--- config.mk ---
export PLATFORM = sky130hd
export DESIGN_NAME = frame_recycled_chunk_allocator_top
export DESIGN_NICKNAME = d
export VERILOG_FILES = /design/src/frca_pkg.sv /design/src/frca_ctrl.sv /design/src/frca_datapath.sv /design/src/frame_recycled_chunk_allocator_top.sv
export SDC_FILE = /design/constraint.sdc
export NUM_CORES = 2
export LEC_CHECK = 0
export BUFFER_PORTS_ARGS = -buffer_cell sky130_fd_sc_hd__buf_2
export CORE_MARGIN = 2
export CORE_UTILIZATION = 40
export DETAILED_ROUTE_END_ITERATION = 8
export PLACE_DENSITY = 0.56
export SYNTH_ARGS = -nofsm -noshare
export SYNTH_HDL_FRONTEND = slang
export SYNTH_SLANG_ARGS = --single-unit
--- constraint.sdc ---
create_clock -name clk_i -period 23.4 [get_ports clk_i]
set_input_delay 3.51 -clock clk_i [delete_from_list [all_inputs] [get_ports clk_i]]
set_output_delay 3.51 -clock clk_i [all_outputs]
set_load 0.01 [all_outputs]
--- src/frca_pkg.sv ---
package frca_pkg;

  // Field and bus widths
  localparam int SizeW     = 32;
  localparam int IndexW    = 4;
  localparam int CapW      = 32;
  localparam int OffsetW   = 32;
  localparam int InDataW   = 32;
  localparam int OutDataW  = 72;
  localparam int CfgIndexW = 2;
  localparam int CfgDataW  = 32;

  // Defaults and fallbacks for the configuration registers
  localparam int MaxChunksDefault = 16;
  localparam logic [31:0] DefMinChunk  = 32'd2097152;
  localparam logic [4:0]  DefAlignLog2 = 5'd8;
  localparam logic [5:0]  DefFrames    = 6'd3;

  // Configuration register indexes
  typedef enum logic [CfgIndexW-1:0] {
    CFG_MIN_CHUNK  = 2'd0,
    CFG_ALIGN_LOG2 = 2'd1,
    CFG_FRAMES     = 2'd2
  } cfg_index_e;

  // Commands from the controller to the datapath
  typedef struct packed {
    logic accept;   // latch the request size
    logic start;    // issue the first table read
    logic advance;  // frame tick, zero result
    logic eval;     // table read data valid, try the bump
    logic step;     // issue the next table read
    logic hit;      // record a successful bump
    logic create;   // record a new chunk
    logic fail;     // table full result
    logic publish;  // move the result to the output register
  } ctrl_cmd_t;

  // Status from the datapath to the controller
  typedef struct packed {
    logic start_ok;  // at least one table entry to try
    logic fit;       // current entry serves the request
    logic more;      // another entry remains to try
    logic full;      // table has no free entry
    logic out_free;  // output register can take a result
  } ctrl_status_t;

endpackage

--- src/frca_ctrl.sv ---
module frca_ctrl (
  input  logic                   clk_i,
  input  logic                   rst_ni,
  input  logic                   in_valid_i,
  input  logic                   in_advance_i,
  output logic                   in_ready_o,
  input  frca_pkg::ctrl_status_t status_i,
  output frca_pkg::ctrl_cmd_t    cmd_o
);
  import frca_pkg::*;

  typedef enum logic [3:0] {
    ST_IDLE   = 4'b0001,
    ST_PROBE  = 4'b0010,
    ST_CREATE = 4'b0100,
    ST_RESULT = 4'b1000
  } state_e;

  state_e state_q, state_d;

  // Next state and commands
  always_comb begin
    state_d    = state_q;
    cmd_o      = '0;
    in_ready_o = 1'b0;
    case (state_q)
      ST_IDLE: begin
        in_ready_o = 1'b1;
        if (in_valid_i) begin
          cmd_o.accept = 1'b1;
          if (in_advance_i) begin
            cmd_o.advance = 1'b1;
            state_d       = ST_RESULT;
          end else if (status_i.start_ok) begin
            cmd_o.start = 1'b1;
            state_d     = ST_PROBE;
          end else begin
            state_d = ST_CREATE;
          end
        end
      end
      ST_PROBE: begin
        cmd_o.eval = 1'b1;
        if (status_i.fit) begin
          cmd_o.hit = 1'b1;
          state_d   = ST_RESULT;
        end else if (status_i.more) begin
          cmd_o.step = 1'b1;
        end else begin
          state_d = ST_CREATE;
        end
      end
      ST_CREATE: begin
        if (status_i.full) begin
          cmd_o.fail = 1'b1;
        end else begin
          cmd_o.create = 1'b1;
        end
        state_d = ST_RESULT;
      end
      ST_RESULT: begin
        if (status_i.out_free) begin
          cmd_o.publish = 1'b1;
          state_d       = ST_IDLE;
        end
      end
      default: begin
        state_d = ST_IDLE;
      end
    endcase
  end

  always_ff @(posedge clk_i or negedge rst_ni) begin
    if (!rst_ni) begin
      state_q <= ST_IDLE;
    end else begin
      state_q <= state_d;
    end
  end

endmodule

--- src/frca_datapath.sv ---
module frca_datapath #(
  parameter int MaxChunks = frca_pkg::MaxChunksDefault
) (
  input  logic                           clk_i,
  input  logic                           rst_ni,
  input  logic                           cfg_we_i,
  input  logic [frca_pkg::CfgIndexW-1:0] cfg_index_i,
  input  logic [frca_pkg::CfgDataW-1:0]  cfg_wdata_i,
  input  logic [frca_pkg::SizeW-1:0]     req_size_i,
  input  logic                           out_ready_i,
  output logic                           out_valid_o,
  output logic                           out_status_o,
  output logic [frca_pkg::IndexW-1:0]    out_index_o,
  output logic [frca_pkg::OffsetW-1:0]   out_byte_off_o,
  output logic                           out_created_o,
  output logic [frca_pkg::CapW-1:0]      out_capacity_o,
  input  frca_pkg::ctrl_cmd_t            cmd_i,
  output frca_pkg::ctrl_status_t         status_o
);
  import frca_pkg::*;

  localparam int IdxW = (MaxChunks > 1) ? $clog2(MaxChunks) : 1;
  localparam int CntW = $clog2(MaxChunks + 1);

  // Configuration registers
  logic [31:0] min_chunk_q;
  logic [4:0]  align_log2_q;
  logic [5:0]  frames_q;

  always_ff @(posedge clk_i or negedge rst_ni) begin
    if (!rst_ni) begin
      min_chunk_q  <= DefMinChunk;
      align_log2_q <= DefAlignLog2;
      frames_q     <= DefFrames;
    end else if (cfg_we_i) begin
      case (cfg_index_i)
        CFG_MIN_CHUNK:  min_chunk_q  <= cfg_wdata_i;
        CFG_ALIGN_LOG2: align_log2_q <= cfg_wdata_i[4:0];
        CFG_FRAMES:     frames_q     <= cfg_wdata_i[5:0];
        default: ;
      endcase
    end
  end

  // Allocator state
  logic [31:0]     frame_q;
  logic [CntW-1:0] count_q;
  logic [IdxW-1:0] lu_q;
  logic            lu_valid_q;
  logic [31:0]     size_q;
  logic [IdxW-1:0] cur_q;
  logic            on_lu_q;
  logic            skip_q;

  // Chunk table
  logic [31:0] cap_mem   [MaxChunks];
  logic [31:0] used_mem  [MaxChunks];
  logic [31:0] frame_mem [MaxChunks];
  logic [31:0] rd_cap_q, rd_used_q, rd_frame_q;

  // Scan order: last-used entry first, then table order without it
  logic            lu_ok;
  logic [IdxW-1:0] first_addr;
  logic [CntW:0]   nxt0, nxt;
  logic            more;
  logic            rd_en;
  logic [IdxW-1:0] rd_addr;

  always_comb begin
    lu_ok      = lu_valid_q && (CntW'(lu_q) < count_q);
    first_addr = lu_ok ? lu_q : '0;
    nxt0       = on_lu_q ? '0 : ((CntW + 1)'(cur_q) + (CntW + 1)'(1));
    nxt        = (skip_q && (nxt0 == (CntW + 1)'(lu_q))) ? nxt0 + (CntW + 1)'(1) : nxt0;
    more       = nxt < (CntW + 1)'(count_q);
    rd_en      = cmd_i.start || cmd_i.step;
    rd_addr    = cmd_i.start ? first_addr : nxt[IdxW-1:0];
  end

  // Recycle check and aligned bump on the entry just read
  logic [5:0]  frames_eff;
  logic [31:0] age_limit;
  logic        recycle;
  logic [32:0] mask;
  logic [31:0] used_eff;
  logic [32:0] off;
  logic [33:0] end_sum;
  logic        fit;

  always_comb begin
    frames_eff = (frames_q == 6'd0) ? DefFrames : frames_q;
    age_limit  = frame_q - 32'(frames_eff);
    recycle    = (frame_q >= 32'(frames_eff)) && (rd_frame_q <= age_limit);
    mask       = (33'd1 << align_log2_q) - 33'd1;
    used_eff   = recycle ? 32'd0 : rd_used_q;
    off        = ({1'b0, used_eff} + mask) & ~mask;
    end_sum    = {1'b0, off} + 34'(size_q);
    fit        = end_sum <= 34'(rd_cap_q);
  end

  // Capacity of a new chunk
  logic [31:0] min_eff, cap_base;
  logic [32:0] cap_sum, cap_al;
  logic [31:0] new_cap;

  always_comb begin
    min_eff  = (min_chunk_q == 32'd0) ? DefMinChunk : min_chunk_q;
    cap_base = (size_q > min_eff) ? size_q : min_eff;
    cap_sum  = {1'b0, cap_base} + mask;
    cap_al   = cap_sum & ~mask;
    new_cap  = cap_al[32] ? (32'hFFFF_FFFF & ~mask[31:0]) : cap_al[31:0];
  end

  // Table write port
  logic            wr_en;
  logic [IdxW-1:0] wr_addr;
  logic [31:0]     wr_used;

  always_comb begin
    wr_en   = (cmd_i.eval && (fit || recycle)) || cmd_i.create;
    wr_addr = cmd_i.create ? count_q[IdxW-1:0] : cur_q;
    if (cmd_i.create) begin
      wr_used = size_q;
    end else if (fit) begin
      wr_used = end_sum[31:0];
    end else begin
      wr_used = 32'd0;
    end
  end

  always_ff @(posedge clk_i) begin
    if (wr_en) begin
      used_mem[wr_addr]  <= wr_used;
      frame_mem[wr_addr] <= frame_q;
    end
    if (cmd_i.create) begin
      cap_mem[wr_addr] <= new_cap;
    end
  end

  always_ff @(posedge clk_i) begin
    if (rd_en) begin
      rd_cap_q   <= cap_mem[rd_addr];
      rd_used_q  <= used_mem[rd_addr];
      rd_frame_q <= frame_mem[rd_addr];
    end
  end

  // Scan position and request size
  always_ff @(posedge clk_i) begin
    if (cmd_i.accept) begin
      size_q <= req_size_i;
    end
    if (rd_en) begin
      cur_q <= rd_addr;
    end
    if (cmd_i.start) begin
      on_lu_q <= lu_ok;
      skip_q  <= lu_ok;
    end else if (cmd_i.step) begin
      on_lu_q <= 1'b0;
    end
  end

  // Frame counter, fill count and last-used entry
  always_ff @(posedge clk_i or negedge rst_ni) begin
    if (!rst_ni) begin
      frame_q    <= '0;
      count_q    <= '0;
      lu_q       <= '0;
      lu_valid_q <= 1'b0;
    end else begin
      if (cmd_i.advance) begin
        frame_q <= frame_q + 32'd1;
      end
      if (cmd_i.hit) begin
        lu_q       <= cur_q;
        lu_valid_q <= 1'b1;
      end
      if (cmd_i.create) begin
        count_q    <= count_q + CntW'(1);
        lu_q       <= count_q[IdxW-1:0];
        lu_valid_q <= 1'b1;
      end
    end
  end

  // Result staging
  logic        res_status_q, res_created_q;
  logic [3:0]  res_index_q;
  logic [31:0] res_offset_q, res_cap_q;

  always_ff @(posedge clk_i) begin
    if (cmd_i.hit) begin
      res_status_q  <= 1'b0;
      res_index_q   <= 4'(cur_q);
      res_offset_q  <= off[31:0];
      res_created_q <= 1'b0;
      res_cap_q     <= rd_cap_q;
    end else if (cmd_i.create) begin
      res_status_q  <= 1'b0;
      res_index_q   <= 4'(count_q);
      res_offset_q  <= 32'd0;
      res_created_q <= 1'b1;
      res_cap_q     <= new_cap;
    end else if (cmd_i.advance || cmd_i.fail) begin
      res_status_q  <= cmd_i.fail;
      res_index_q   <= 4'd0;
      res_offset_q  <= 32'd0;
      res_created_q <= 1'b0;
      res_cap_q     <= 32'd0;
    end
  end

  // Output register
  logic out_valid_q;
  logic out_free;

  assign out_free = !out_valid_q || out_ready_i;

  always_ff @(posedge clk_i or negedge rst_ni) begin
    if (!rst_ni) begin
      out_valid_q <= 1'b0;
    end else if (cmd_i.publish) begin
      out_valid_q <= 1'b1;
    end else if (out_ready_i) begin
      out_valid_q <= 1'b0;
    end
  end

  always_ff @(posedge clk_i) begin
    if (cmd_i.publish) begin
      out_status_o   <= res_status_q;
      out_index_o    <= res_index_q;
      out_byte_off_o <= res_offset_q;
      out_created_o  <= res_created_q;
      out_capacity_o <= res_cap_q;
    end
  end

  assign out_valid_o = out_valid_q;

  // Status to the controller
  always_comb begin
    status_o.start_ok = lu_ok || (count_q != '0);
    status_o.fit      = fit;
    status_o.more     = more;
    status_o.full     = count_q >= CntW'(MaxChunks);
    status_o.out_free = out_free;
  end

endmodule

--- src/frame_recycled_chunk_allocator_top.sv ---
// An allocation runs from the transfer through P table probes (none while the table is
// empty, else 1 to MaxChunks, one per cycle through the read port), then a create step when
// a new chunk is recorded or the table is full, then the result step; a frame advance goes
// straight to the result step. One item at a time: a new request waits for the last result.
// Reset clears the frame counter, chunk count and last-used entry; table contents are
// only read once written, so no clearing pass is needed.
module frame_recycled_chunk_allocator_top #(
  parameter int MaxChunks = frca_pkg::MaxChunksDefault
) (
  input  logic                           clk_i,
  input  logic                           rst_ni,
  // Configuration write port
  input  logic                           cfg_we_i,
  input  logic [frca_pkg::CfgIndexW-1:0] cfg_index_i,
  input  logic [frca_pkg::CfgDataW-1:0]  cfg_wdata_i,
  // Request stream
  input  logic                           s_axis_tvalid_i,
  output logic                           s_axis_tready_o,
  input  logic [frca_pkg::InDataW-1:0]   s_axis_tdata_i,   // [31:0] req_size
  input  logic                           s_axis_tuser_i,   // [0] req_type
  // Result stream
  output logic                           m_axis_tvalid_o,
  input  logic                           m_axis_tready_i,
  // [3:0] chunk_index, [35:4] alloc_offset, [36] chunk_created,
  // [68:37] chunk_capacity, [71:69] zero
  output logic [frca_pkg::OutDataW-1:0]  m_axis_tdata_o,
  output logic                           m_axis_tuser_o    // [0] status
);
  import frca_pkg::*;

  ctrl_cmd_t    cmd;
  ctrl_status_t status;

  logic        out_status, out_created;
  logic [3:0]  out_index;
  logic [31:0] out_byte_off, out_capacity;

  frca_ctrl u_ctrl (
    .clk_i        (clk_i),
    .rst_ni       (rst_ni),
    .in_valid_i   (s_axis_tvalid_i),
    .in_advance_i (s_axis_tuser_i),
    .in_ready_o   (s_axis_tready_o),
    .status_i     (status),
    .cmd_o        (cmd)
  );

  frca_datapath #(
    .MaxChunks (MaxChunks)
  ) u_datapath (
    .clk_i          (clk_i),
    .rst_ni         (rst_ni),
    .cfg_we_i       (cfg_we_i),
    .cfg_index_i    (cfg_index_i),
    .cfg_wdata_i    (cfg_wdata_i),
    .req_size_i     (s_axis_tdata_i[31:0]),
    .out_ready_i    (m_axis_tready_i),
    .out_valid_o    (m_axis_tvalid_o),
    .out_status_o   (out_status),
    .out_index_o    (out_index),
    .out_byte_off_o (out_byte_off),
    .out_created_o  (out_created),
    .out_capacity_o (out_capacity),
    .cmd_i          (cmd),
    .status_o       (status)
  );

  // Pack the result fields
  assign m_axis_tdata_o = {3'b000, out_capacity, out_created, out_byte_off, out_index};
  assign m_axis_tuser_o = out_status;

endmodule

=== Word-level counts from Yosys, hierarchy flattened ===
Memory sizes are Yosys's and may differ from the RTL's. A register that Yosys moved wholly into a read port is not among the register bits.
Index checks and enable logic that the tools add are counted.

* Output and inout port bits: 75
* Input port bits: 72
* Memories kept: 3
* Memory bits (writable): 1536
* Register bits: 268
* Logic and storage cells: 138

* Bitwise logic cells: 4
* Reduce and logical (&&, ||, !) cells: 25
* Equality and inequality tests: 10
* Multiplexer cells: 56
* Order comparisons: 7
* Add/subtract/negate cells: 9
* Shifts and indexed selects: 1

{| class="wikitable"
|+ Memories
! name !! words !! width !! read ports !! clocked after memory_dff !! write ports !! line !! source
|-
| u_datapath.cap_mem || 16 || 32 || 1 || 1 || 1 || frca_datapath.sv:56 || <nowiki>logic [31:0] cap_mem [MaxChunks];</nowiki>
|-
| u_datapath.frame_mem || 16 || 32 || 1 || 1 || 1 || frca_datapath.sv:58 || <nowiki>logic [31:0] frame_mem [MaxChunks];</nowiki>
|-
| u_datapath.used_mem || 16 || 32 || 1 || 1 || 1 || frca_datapath.sv:57 || <nowiki>logic [31:0] used_mem [MaxChunks];</nowiki>
|}

{| class="wikitable"
|+ Operators by type and width
! operator !! count
|-
| 32-bit two-way mux || 11
|-
| 32-bit by 33-bit adder with 33-bit output || 2
|-
| 33-bit bitwise AND || 2
|-
| 4-bit two-way mux || 13
|-
| 33-bit by 32-bit adder with 34-bit output || 1
|-
| 34-bit by 32-bit <= comparator with 1-bit output || 1
|-
| 33-bit inverter || 1
|-
| 1-bit by 5-bit left shift with 33-bit output (first input constant) || 1
|-
| 33-bit by 1-bit subtractor with 33-bit output (second input constant) || 1
|-
| 32-bit by 1-bit adder with 32-bit output (second input constant) || 1
|-
| 32-bit by 6-bit greater-or-equal comparator with 1-bit output || 1
|-
| 32-bit greater-than comparator || 1
|-
| 32-bit <= comparator || 1
|-
| 32-bit logical NOT || 1
|-
| 32-bit inverter || 1
|-
| 32-bit by 6-bit subtractor with 32-bit output || 1
|-
| 1-bit two-way mux || 23
|-
| 6-bit two-way mux || 3
|-
| 4-bit one-hot mux with 4 select lines || 1
|-
| 3-bit two-way mux || 4
|-
| 2-bit nonzero test || 4
|-
| 6-bit by 1-bit adder with 6-bit output (second input constant) || 1
|-
| 6-bit by 4-bit equality test with 1-bit output || 1
|-
| 6-bit logical NOT || 1
|-
| other kinds (24) || 34
|}

=== Depth between registers and ports, before layout ===
* Depth in word-level cells: 16
* Gate-level depth with buffers: 58
* Gate-level depth less buffers: 56

=== By module ===
From an unflattened synthesis, not the netlist that was laid out.

* Cells, all modules: 4713
* Area, all modules: 80741.2 µm²

{| class="wikitable"
|+ Modules (own cells, without submodules)
! module !! seq. area each (µm²) !! area each (µm²) !! times used !! cells an instance
|-
| frca_datapath || 56489.2 || 80364.6 || 1 || 4675
|-
| frca_ctrl || 101.3 || 342.8 || 1 || 33
|-
| frame_recycled_chunk_allocator_top || 0.0 || 33.8 || 1 || 5
|}

=== Worst setup path before layout ===
Ideal clock, no wire load.

* Kind: register -> register
* Start: register u_datapath.frames_q[5]
* End: register u_datapath.cur_q[0], enable pin
* Stages on the path, launching flop included: 54
* Library setup time: 0.709 ns
* Path slack: 6.168 ns
* Data required time: 22.691 ns
* Arrival time: 16.523 ns
* Buffers on the path: 1
* Clock period less this slack: 17.232 ns
* Cells stage by stage: dfrtp_1 > inv_1 > nand4_1 > nor2_1 > nor2_1 > ha_1 > nor2b_1 > o21ai_0 > a21oi_1 > o21ai_0 > nand2b_1 > nand2_1 > nand2_1 > nor2_1 > nand4_1 > nor4_1 > xnor2_1 > ha_1 > (+18 left out) > ha_1 > a21o_1 > a21oi_1 > inv_1 > a2111oi_0 > a21oi_1 > a21o_1 > xor2_1 > ha_1 > a21oi_1 > nor2b_1 > a2111oi_0 > o211ai_1 > a21oi_1 > o31ai_1 > a31o_2 > nor2_1 > o31ai_1

* Word-level cells in the longest chain between the ends: 13
* Elaborated cells between the ends (all ways): 14
* Classes of those cells: add/sub (3); order compare (3); mux (4); bitwise (1); reduce/logical (3)

{| class="wikitable"
|+ RTL lines
! element !! line !! source
|-
| start, declared || frca_datapath.sv:28 || <nowiki>logic [5:0] frames_q;</nowiki>
|-
| start signal, assigned || frca_datapath.sv:34 || <nowiki>frames_q <= DefFrames;</nowiki>
|-
| start signal, assigned || frca_datapath.sv:39 || <nowiki>CFG_FRAMES: frames_q <= cfg_wdata_i[5:0];</nowiki>
|-
| 6-bit logical NOT || frca_datapath.sv:90 || <nowiki>frames_eff = (frames_q == 6'd0) ? DefFrames : frames_q;</nowiki>
|-
| 6-bit two-way mux * || frca_datapath.sv:90 ||
|-
| 32-bit by 6-bit subtractor with 32-bit output || frca_datapath.sv:91 || <nowiki>age_limit = frame_q - 32'(frames_eff);</nowiki>
|-
| 32-bit <= comparator || frca_datapath.sv:92 || <nowiki>recycle = (frame_q >= 32'(frames_eff)) && (rd_frame_q <= age_limit);</nowiki>
|-
| 1-bit logical AND * || frca_datapath.sv:92 ||
|-
| 32-bit two-way mux * || frca_datapath.sv:94 || <nowiki>used_eff = recycle ? 32'd0 : rd_used_q;</nowiki>
|-
| 32-bit by 33-bit adder with 33-bit output * || frca_datapath.sv:95 || <nowiki>off = ({1'b0, used_eff} + mask) & ~mask;</nowiki>
|-
| 33-bit bitwise AND * || frca_datapath.sv:95 ||
|-
| named net u_datapath.off[25] || frca_datapath.sv:85 || <nowiki>logic [32:0] off;</nowiki>
|-
| 33-bit by 32-bit adder with 34-bit output * || frca_datapath.sv:96 || <nowiki>end_sum = {1'b0, off} + 34'(size_q);</nowiki>
|-
| 34-bit by 32-bit <= comparator with 1-bit output * || frca_datapath.sv:97 || <nowiki>fit = end_sum <= 34'(rd_cap_q);</nowiki>
|-
| 1-bit two-way mux * || frca_ctrl.sv:44 || <nowiki>if (status_i.fit) begin</nowiki>
|-
| 3-bit two-way mux * || frca_ctrl.sv:26 || <nowiki>case (state_q)</nowiki>
|-
| 1-bit logical OR * || frca_datapath.sv:75 || <nowiki>rd_en = cmd_i.start || cmd_i.step;</nowiki>
|-
| named net u_datapath.rd_en || frca_datapath.sv:66 || <nowiki>logic rd_en;</nowiki>
|-
| end signal, assigned || frca_datapath.sv:154 || <nowiki>cur_q <= rd_addr;</nowiki>
|-
| end, declared || frca_datapath.sv:51 || <nowiki>logic [IdxW-1:0] cur_q;</nowiki>
|}

The timed path passes the listed nets; every way through them passes the cells marked *.
A chain may end at the register's enable or synchronous reset.

=== Worst setup path in the final report ===
* Start: register u_datapath.frame_q[1]
* End: memory u_datapath.frame_mem[6][16], enable pin

* Word-level cells in the longest chain between the ends: 13
* Elaborated cells between the ends (all ways): 14
* Classes of those cells: add/sub (3); order compare (3); mux (3); bitwise (1); reduce/logical (4)

{| class="wikitable"
|+ RTL lines
! element !! line !! source
|-
| start, declared || frca_datapath.sv:46 || <nowiki>logic [31:0] frame_q;</nowiki>
|-
| start signal, assigned || frca_datapath.sv:173 || <nowiki>frame_q <= frame_q + 32'd1;</nowiki>
|-
| 32-bit by 6-bit subtractor with 32-bit output || frca_datapath.sv:91 ||
|-
| 32-bit <= comparator || frca_datapath.sv:92 ||
|-
| 1-bit logical AND * || frca_datapath.sv:92 ||
|-
| 32-bit two-way mux * || frca_datapath.sv:94 ||
|-
| 32-bit by 33-bit adder with 33-bit output * || frca_datapath.sv:95 ||
|-
| 33-bit bitwise AND * || frca_datapath.sv:95 ||
|-
| named net u_datapath.off[25] || frca_datapath.sv:85 ||
|-
| 33-bit by 32-bit adder with 34-bit output * || frca_datapath.sv:96 ||
|-
| 34-bit by 32-bit <= comparator with 1-bit output * || frca_datapath.sv:97 ||
|-
| 1-bit logical OR * || frca_datapath.sv:119 || <nowiki>wr_en = (cmd_i.eval && (fit || recycle)) || cmd_i.create;</nowiki>
|-
| 1-bit logical AND * || frca_datapath.sv:119 ||
|-
| 1-bit logical OR * || frca_datapath.sv:119 ||
|-
| 1-bit two-way mux * || frca_datapath.sv:131 || <nowiki>if (wr_en) begin</nowiki>
|-
| 1-bit two-way mux (not written as such) * || frca_datapath.sv:133 || <nowiki>frame_mem[wr_addr] <= frame_q;</nowiki>
|-
| end, declared || frca_datapath.sv:58 ||
|}

Marked as above.

==> reports/qor.yml <==
outcome: "completed"
num-nets-final: 7213
dp_slack_ps: 9232
cts.sinks: 1900
synthArstFlopShare_pct: 4.737
ys_types: 95
yosys_warnings: 0
worst_slew_pin_slew_ps: 1206
arrival_ps: 14690
relSlewSlack_pct: 19.61
start_util_pct: 40.13
critPathLaunchType: "register"
layout.cells.non_filler: 9808
rows: 167
slew_viol_final: 0
netlist_area_mm2: 0.08293
grt-ovfl-total: 0
vdd_drop_max_uv: 135.7
gp_congestion: 0.9401
die_height_um: 459.3
critPathSlowestCell: "a211oi_4"
crit_top_cell: "a21o_1"
drt-total-wl_mm: 244.1
numPlacedInstances: 9434
portBuffers: 143
min_period_over_period_pct: 60.82
synthFlopType: "edfxtp_1"
detail-route-antenna-nets: 0
layout_commonest_cell: "nand2_1"
clk_pin_slew_worst_paths_ps: 60
final_cell_mix: "nand2_1, edfxtp_1, o21ai_0"
period_needed_ps: 14230
fillCellCount: 18600
synth_edf_count: 1808
grt_pass1_vias: 52340
post-cts-setup-buffers: 0
finClkSkew_ps: 73.77
final_util_pct: 45.34
power_density_mw_per_mm2: 152.7
syn_inst: 6795
drive_above_1_share_pct: 10.68
final-seq-area_mm2: 0.05659
drt_pre_antenna_iters: 5
finalWorstSetupSlack_ps: 9167
critPathCaptureType: "register"
syn_to_final_growth_pct: 12.99
max_stage_delay_ps: 830
grt_pass1_wl_mm: 354.0
setup_violations: 0
grt_max_degree: 190
clockBufferDepth: 3
drv_cap: 0
setup_tns_ps: 0
cts_root_buf: "clkbuf_16"
worst-setup-path-type: "register to register"
cts_tree: "built"
drtIter0Drc: 5468
chipWidth_um: 459.3
drc: 0
cts_max_level: 4
rsz0062_at_grt: "false"
final-hold-violation-count: 0
syn_area_per_cell_um2: 12.20
hpwlAfterDp_mm: 144.0
ys_ff_latch: 1900
cts_buffers: 196
worstSkewPairLatency_ps: 870
cp.required_ps: 23850
io_pins: 147
antenna_found_initial: 13
max_freq_mhz: 70.26
core_area_mm2: 0.2067
hold_class: "register to register"
grtUsageTotal_pct: 22.61
post_drt_via_cell_ratio: 5.610
cp_max_fo: 48
multi_input_area_mm2: 0.02484
dieArea_mm2: 0.2110
seq_area_frac_synth_pct: 68.24
leakagePower_nw: 34.81
dr_total_vias: 55020
cts_hold_buf: 0
ctsResizeCount: 0
wire_per_inst_um: 24.89
## cell families (layout without fill, tap and decap cells)
logic type                 count (synthesis)  count (layout)  synth area share, %
AOI/OAI and AO/OA                       1184            1184                9.309
xor gates and xnor gates                 138             138                1.458
adders and majority gates                213             213                3.250
buffers and inverters                    498             797                2.467
DFF                                     1900            1900                68.24
muxes                                     49              49               0.6594
other                                      1              11             0.004522
and+or+nand+nor                         2812            2812                14.61
## metal layers
metal | share of wire [%] | global-route usage (%) | routed length, µm | vias up
met3 | 6.3 | 3.391 | 15390 | 350
met2 | 47 | 36.93 | 115800 | 1840
met5 | 0.036 | 0 | 89 | -
li1 | - | - | - | 25110
met1 | 44 | 31.21 | 106200 | 27710
met4 | 2.7 | 6.776 | 6659 | 12
## path summary, 6_finish.rpt
check                                       startpoint                             to  slack, ps  depth (start not counted)
min in group asynchronous                       rst_ni      u_datapath.min_chunk_q[7]       2770                          1
max reg2reg                      u_datapath.frame_q[1]    u_datapath.frame_mem[6][16]       9170                         52
min reg2reg                u_datapath.res_offset_q[18]  u_datapath.out_byte_off_o[18]        390                          0
max in group asynchronous                       rst_ni         u_datapath.frame_q[18]      19180                          2
min                        u_datapath.res_offset_q[18]  u_datapath.out_byte_off_o[18]        390                          0
max                              u_datapath.frame_q[1]    u_datapath.frame_mem[6][16]       9170                         52
## Yosys cell counts, types with 46 or more instances
cell type	number	area (µm²)
ha_1	209	2615
edfxtp_1	1808	54290
a21oi_1	158	790.8
xnor2_1	92	805.8
a21o_1	77	578.1
and3_1	219	1370
dfrtp_1	85	2127
clkbuf_1	225	844.6
a31oi_1	213	1333
nand3_1	248	1241
inv_1	129	484.2
buf_2	117	585.6
nor2_1	145	544.3
nand2_1	1940	7282
o221ai_1	97	849.6
o21ai_0	340	1702
and2_1	69	431.7
xor2_1	46	402.9
a22oi_1	102	765.7
## through the flow
step	hold slack (ps)	area (µm²)	total power [mW]
after floorplan	400.3	82940	8.837
after global placement	400.5	87260	11.13
after detailed placement	404.5	87260	11.20
after CTS	388.1	93680	14.34
after global routing	401.8	93690	15.02
final	390.6	93700	14.31
## registers in the layout, summed over array words and instances (netlist names), 4 cells and up
| name | count |
|---|---|
| u_datapath.align_log2_q | 5 |
| u_datapath.cur_q | 4 |
| u_datapath.frame_mem | 512 |
| u_datapath.out_index_o | 4 |
| u_datapath.res_index_q | 4 |
| u_datapath.res_cap_q | 32 |
| u_datapath.lu_q | 4 |
| u_datapath.frames_q | 6 |
| u_datapath.used_mem | 512 |
| u_datapath.out_capacity_o | 32 |
| u_datapath.rd_cap_q | 32 |
| u_datapath.frame_q | 32 |
| u_datapath.min_chunk_q | 32 |
| u_datapath.out_byte_off_o | 32 |
| u_datapath.res_offset_q | 32 |
| u_datapath.rd_frame_q | 32 |
| u_datapath.cap_mem | 512 |
| u_datapath.size_q | 32 |
| u_ctrl.state_q | 4 |
| u_datapath.rd_used_q | 32 |
| u_datapath.count_q | 5 |
## area by class of cell
| cell class | count | share of cell area (%) |
|---|---|---|
| repair buffers | 296 | 2.059 |
| multi-input cells | 4401 | 26.51 |
| well taps | 2704 | 3.611 |
| diodes | 6 | 0.01602 |
| flip-flops and latches | 1900 | 60.40 |
| clock buffers | 253 | 5.612 |
| inverters | 133 | 0.5502 |
| clock inverters | 115 | 1.243 |
## worst max-delay path: cells and delay by family (launching register included)
kind	cells	cell delay [ps]
multiplexers	1	250
flip-flops	1	740
adder cells (fa/ha/maj)	5	1550
buffers and inverters	4	1510
AO/OA/AOI/OAI	25	6350
AND/OR/NAND/NOR	15	3030
XOR/XNOR	2	310
## report_power, final
part / total [mW] / internal (mW) / switching (mW)
sequential: 5.12 / 4.96 / 0.160
combinational: 6.07 / 1.74 / 4.33
clock: 3.12 / 1.77 / 1.35
(Power assumes the default switching activity.)
